<file path="src/btsm_pkg.sv">
`timescale 1ns / 1ps
// ----------------------------------------------------------------------------
// btsm_pkg: shared types and constants of the bus traffic statistics monitor
// table sizes, hash constant, reset threshold, controller states and command/status structs
// ----------------------------------------------------------------------------
package btsm_pkg;

  localparam int STATUS_ENTRIES = 32;
  localparam int SIDX_W = $clog2(STATUS_ENTRIES);
  localparam int SCNT_W = $clog2(STATUS_ENTRIES + 1);
  localparam int ID_ENTRIES = 4096;
  localparam int ID_W = $clog2(ID_ENTRIES);
  localparam int IDCNT_W = $clog2(ID_ENTRIES + 1);
  localparam int ID_HALF = ID_ENTRIES / 2;
  localparam logic [31:0] HASH_MULT = 32'd2654435761;
  localparam logic [31:0] THRESH_RESET = 32'd10000;

  typedef enum logic [2:0] {
    ST_CLEAR,
    ST_IDLE,
    ST_SCAN,
    ST_HASH,
    ST_PROBE,
    ST_CHECK,
    ST_DONE
  } state_t;

  typedef struct packed {
    logic clear_step;
    logic load;
    logic scan_step;
    logic status_commit;
    logic hash_start;
    logic probe_read;
    logic probe_next;
    logic id_insert;
    logic finish;
  } cmd_t;

  typedef struct packed {
    logic clear_done;
    logic scan_done;
    logic need_id;
    logic slot_free;
    logic key_match;
    logic probe_exhausted;
  } stat_t;

endpackage

</file>
<file path="src/btsm_ctrl.sv">
`timescale 1ns / 1ps
`default_nettype none
// ----------------------------------------------------------------------------
// btsm_ctrl: controller of the statistics monitor
// sequences clear pass, status scan, hash probe and result hand-off
// ----------------------------------------------------------------------------
module btsm_ctrl (
  input  wire logic              clk,
  input  wire logic              rst,
  input  wire logic              in_valid,
  output logic                   in_ready,
  output logic                   out_valid,
  input  wire logic              out_ready,
  input  wire btsm_pkg::stat_t   st,
  output btsm_pkg::cmd_t         cmd
);

  btsm_pkg::state_t state, state_next;
  logic             busy, busy_next;

  always_ff @(posedge clk) begin
    if (rst) begin
      state <= btsm_pkg::ST_CLEAR;
      out_valid <= 1'b0;
    end else begin
      state <= state_next;
      if (cmd.finish) begin
        out_valid <= 1'b1;
      end else if (out_ready) begin
        out_valid <= 1'b0;
      end
    end
  end

  assign busy = 1'b0;
  assign busy_next = busy;

  always_comb begin
    state_next = state;
    cmd = '0;
    in_ready = 1'b0;
    unique case (state)
      btsm_pkg::ST_CLEAR: begin
        cmd.clear_step = 1'b1;
        if (st.clear_done) begin
          state_next = btsm_pkg::ST_IDLE;
        end
      end
      btsm_pkg::ST_IDLE: begin
        in_ready = 1'b1;
        if (in_valid) begin
          cmd.load = 1'b1;
          state_next = btsm_pkg::ST_SCAN;
        end
      end
      btsm_pkg::ST_SCAN: begin
        if (st.scan_done) begin
          cmd.status_commit = 1'b1;
          state_next = st.need_id ? btsm_pkg::ST_HASH : btsm_pkg::ST_DONE;
        end else begin
          cmd.scan_step = 1'b1;
        end
      end
      btsm_pkg::ST_HASH: begin
        cmd.hash_start = 1'b1;
        state_next = btsm_pkg::ST_PROBE;
      end
      btsm_pkg::ST_PROBE: begin
        cmd.probe_read = 1'b1;
        state_next = btsm_pkg::ST_CHECK;
      end
      btsm_pkg::ST_CHECK: begin
        if (st.slot_free) begin
          cmd.id_insert = 1'b1;
          state_next = btsm_pkg::ST_DONE;
        end else if (st.key_match || st.probe_exhausted) begin
          state_next = btsm_pkg::ST_DONE;
        end else begin
          cmd.probe_next = 1'b1;
          state_next = btsm_pkg::ST_PROBE;
        end
      end
      btsm_pkg::ST_DONE: begin
        if (!out_valid || out_ready) begin
          cmd.finish = 1'b1;
          state_next = btsm_pkg::ST_IDLE;
        end
      end
      default: state_next = btsm_pkg::ST_IDLE;
    endcase
    if (busy_next) begin
      in_ready = 1'b0;
    end
  end

`ifndef NO_ASSERTIONS
  a_ready_idle: assert property (@(posedge clk) disable iff (rst)
    in_ready |-> state == btsm_pkg::ST_IDLE) else $error("ready outside idle");
  a_finish_room: assert property (@(posedge clk) disable iff (rst)
    cmd.finish |-> (!out_valid || out_ready)) else $error("result overwritten");
  a_load_next: assert property (@(posedge clk) disable iff (rst)
    cmd.load |=> state == btsm_pkg::ST_SCAN) else $error("load lost");
  a_insert_free: assert property (@(posedge clk) disable iff (rst)
    cmd.id_insert |-> st.slot_free) else $error("insert into used slot");
`endif

endmodule
`default_nettype wire

</file>
<file path="config.mk">
export PLATFORM = sky130hd
export DESIGN_NAME = btsm_ctrl
export DESIGN_NICKNAME = d
export VERILOG_FILES = /design/src/btsm_pkg.sv /design/src/btsm_ctrl.sv
export SDC_FILE = /design/constraint.sdc
export NUM_CORES = 1
export LEC_CHECK = 0
export BUFFER_PORTS_ARGS = -buffer_cell sky130_fd_sc_hd__buf_2
export CAP_MARGIN = 20
export CORE_MARGIN = 2
export CORE_UTILIZATION = 25
export DETAILED_ROUTE_END_ITERATION = 16
export PLACE_DENSITY_LB_ADDON = 0.15
export REMOVE_ABC_BUFFERS = 1
export SYNTH_ARGS = -nofsm -noshare
export SYNTH_HDL_FRONTEND = slang
export SYNTH_SLANG_ARGS = --single-unit
</file>
<file path="constraint.sdc">
create_clock -name clk -period 1.6 [get_ports clk]
set_clock_uncertainty 0.15 [all_clocks]
set_input_delay 0.08 -clock clk [delete_from_list [all_inputs] [get_ports clk]]
set_output_delay 0.08 -clock clk [all_outputs]
set_load 0.02 [all_outputs]
</file>
=== Word level (Yosys, flattened, before mapping) ===
Index checks and enable logic that the tools add are counted.

* Equality and inequality tests: 10
* Mux-type cells: 25
* Reductions and logical operators: 6

{| class="wikitable"
|+ Operators by type and width
! kind !! number
|-
| 3-bit one-hot mux with 7 select lines || 1
|-
| 3-bit 2-to-1 mux || 6
|-
| 1-bit 2-to-1 mux || 15
|-
| 3-bit equality test (second input constant) || 3
|-
| 2-bit != test (second input constant) || 4
|-
| 3-bit by 2-bit equality test with 1-bit output (second input constant) || 2
|-
| 2-bit 2-to-1 mux || 3
|-
| 4-bit AND reduction || 1
|-
| 3-bit by 1-bit equality test with 1-bit output (second input constant) || 1
|-
| 3-bit logical NOT || 1
|-
| 1-bit logical OR || 2
|-
| 2-bit nonzero test || 1
|-
| 1-bit logical NOT || 1
|}

* Flip-flop bits (word level): 4
* Bits of input ports: 10
* Output and inout port bits: 11
* Logic and storage cells: 43

=== Longest topological paths before layout ===
* Depth in word-level cells: 5
* Depth in mapped cells: 6
* Depth with buffers taken out: 6

=== Worst setup path before layout ===
OpenSTA, ideal clock, no wires.

* Kind: register to register
* Start: register state[1]
* End: register state[2]
* Library setup time: 0.067 ns
* Arrival: 1.356 ns
* Required time: 1.383 ns
* Path slack: 0.027 ns
* Stages on the path, launching flop included: 6
* Path buffers: 0
* Clock period less this slack: 1.573 ns
* Cell sequence: dfxtp_1 -> inv_1 -> ha_1 -> a211o_1 -> a21o_1 -> o21ai_2

* Longest elaborated chain between the ends: 3
* Elaborated cells between the ends (all ways): 13
* Classes of those cells: 10 x eq/ne; 1 x mux; 2 x reduce/logical

{| class="wikitable"
|+ RTL lines
! element !! RTL line !! RTL
|-
| start, declared || btsm_ctrl.sv:18 || <nowiki>btsm_pkg::state_t state, state_next;</nowiki>
|-
| start signal, assigned || btsm_ctrl.sv:23 || <nowiki>state <= btsm_pkg::ST_CLEAR;</nowiki>
|-
| start signal, assigned || btsm_ctrl.sv:26 || <nowiki>state <= state_next;</nowiki>
|-
| 3-bit equality test, or another cell as far along || btsm_ctrl.sv:42 || <nowiki>unique case (state)</nowiki>
|-
| 2-bit != test (no line) || n/a ||
|-
| 4-bit AND reduction (no line) || n/a ||
|}

Several ways; a longest one is shown, not always the timed one.
A chain may end at the register's enable or synchronous reset.

==> reports/results.txt <==
status: complete, no violations
CP Data Arrival Time: 1250 ps
die height: 43.6 um
Die Area: 1900 um^2
grt met2 use: 16.2%
Routed WL per cell: 9.84 um
Post-synth ARST share: 0%
Post-Route Setup TNS: 0 ps
max_slew headroom: 86.7%
CTS tree: yes
area added between synthesis and finish: 45.5%
number of synthesized flops with an enable pin: 0
CTS sink cnt: 4
Most Crowded Layer GR: met2
WS Path Type: flop to output pin
gr usage total: 10.6%
pin count of the biggest net entering global routing: 12
pre-CTS WS: 83.2 ps
# DRC: 0
clock tree buffer depth: 2
placed instance count: 90
post-route clock period utilization: 92.4%
Critical Path, Cell by Cell: and2b_4, and3_2, buf_2
fin cells: 95
Setup WS post-layout: 122 ps
met3 Use GR: 2.92%
first drt pass iteration count: 4
P_leak: 0.294 nW
H-tree Lvls: 1
RSZ-0062 raised after global routing: false
ANT cells: 0
area of the multi-input gates: 285 um^2
Reg area: 82.6 um^2
WL final: 935 um
Yosys cell types: 28
Startpoint Class: flop
core region area: 1490 um^2
Iter 0 DRT Violations: 14
Max FO, Critical Path: 11
Routed Antenna Nets: 0
vias in the first global route: 377
CP endpoint kind: output pin
routability cong.: 0.684
CTS buffer count: 3
worst-skew pair later-pin latency: 230 ps
max-slew violation count: 0
register bit count reported by yosys: 4
Hold Path Class: input pin to flop
Main synth FF type: dfxtp_1
Initial Util: 26.4%
grt met1 use: 11.9%
register area share after synthesis: 20.4%
layout cells sized above 1: 44.3%
total grt overflow: 0
row cnt: 14
Hold Fails Final Rpt: 0
Vias/cell: 4.79
Final min period: 1480 ps
first-pass GRT wire length: 1.46 mm
Maximum Capacitance Violations: 0
Ports: 21
slew of the pin with the lowest slew margin: 198 ps
final setup fails: 0
Port Buffers: 20
Die Wd: 43.6 um
Pwr Density: 724 nW/um^2
CP Data Required Time: 1370 ps
achievable clock frequency: 676 MHz
number of nets in the layout: 92
Reg clk slew, reported paths: 30 ps
clock root cell: clkbuf_4
initial antenna violation count: 0
via count: 455
Synth Warn #: 0
post-CTS setup buffer count: 0
CP max-delay cell: dfxtp_2
Detail Placement HPWL: 765 um
cell count after synthesis: 53
Final Core Density: 38.4%
# fillers: 154
Mapped Area: 393 um^2
Synth Area per Inst: 7.41 um^2
maximum vdd drop: 0.000335 V
Largest stage delay, worst path: 430 ps
[Yosys cell counts, types with 2 or more instances]
cell      number  share of area, %
and3_1         2               3.2
nor2_1         7               6.7
nand2_1        4               3.8
and2_1         2               3.2
nor3_1         3               3.8
a311oi_1       2               4.5
a21oi_1        2               2.5
o21ai_0        2               2.5
inv_1          5               4.8
nor2b_1        2               3.2
dfxtp_1        4                20
o21ai_2        2               4.5
[where the power goes]
part           internal (W)  switching [W]  total [W]  leakage [nW]
Combinational     0.0000750      0.0000907   0.000166         0.247
Sequential         0.000110      0.0000165   0.000126        0.0334
Clock             0.0000837      0.0000382   0.000122        0.0138
[timing repair]
| action | in CTS | in global routing |
|---|---|---|
| hold endpoints to repair | 3 | 0 |
| hold buffers | 2 | 0 |
| endpoints found under the setup margin | 1 | 3 |
| gates resized for setup | 1 | 3 |
[logic make-up (layout without fill, tap and decap cells)]
group                    after synthesis  after routing  share of synthesized area, %
buffers and inverters                  7             33                          9.56
adder cells (fa/ha/maj)                1              1                          3.18
flip-flops                             4              4                          20.4
AO/OA/AOI/OAI                         13             13                          24.2
AND/OR/NAND/NOR                       27             27                          40.1
multiplexers                           1              1                          2.55
[final cells by class]
| type | count | share of cell area (%) |
|---|---|---|
| multi-input combinational | 42 | 49.9 |
| timing repair buffer | 25 | 24.9 |
| sequential | 4 | 14.4 |
| clock buffer | 3 | 3.94 |
| tap | 16 | 3.50 |
| inverter | 5 | 3.28 |
[placed cells by master (no fill, tap or decap), types with 2 or more instances in the layout]
cell type      count
dfxtp_1            2
buf_4              3
nor2_1             6
a311oi_1           2
nor2b_1            2
and2_1             2
a21oi_1            2
o21ai_0            2
nor3_1             3
inv_1              5
and3_1             2
clkbuf_4           3
buf_2             20
nand2_1            4
dlygate4sd3_1      2
dfxtp_2            2
[worst paths after layout]
path / startpoint / end / slack, ps / cells past startpoint
max: state[0] / cmd[0] / 120 / 3
min: st[5] / state[0] / 80 / 4
max reg2reg: state[1] / state[0] / 150 / 5
min reg2reg: out_valid / out_valid / 350 / 2
[routing by layer]
| metal | up-vias | share of wire (%) |
|---|---|---|
| met5 | - | 0 |
| met4 | 0 | 0 |
| met1 | 197 | 47 |
| met2 | 20 | 44 |
| li1 | 238 | - |
| met3 | 0 | 8.0 |
[flip-flops by register name, indices dropped and copies added, names as in the netlist]
register,flops
state,3
out_valid,1
[per-stage QoR]
| stage | total power [W] | area (um^2) | hold slack, ps |
|---|---|---|---|
| 6_report | 0.000414 | 572 | 77.0 |
| 5_1_grt | 0.000444 | 572 | 112 |
| 3_3_place_gp | 0.000289 | 517 | 162 |
| 4_1_cts | 0.000420 | 561 | 71.2 |
| 3_5_place_dp | 0.000286 | 517 | 168 |
| 2_1_floorplan | 0.000228 | 374 | -0.934 |
[worst max-delay path, delay by kind of cell, from the launching register on]
family | cells | cell delay, ps
AND/OR/NAND/NOR | 2 | 430
flip-flops | 1 | 430
buffers and inverters | 1 | 150
Power figures use the tool's default switching activity.
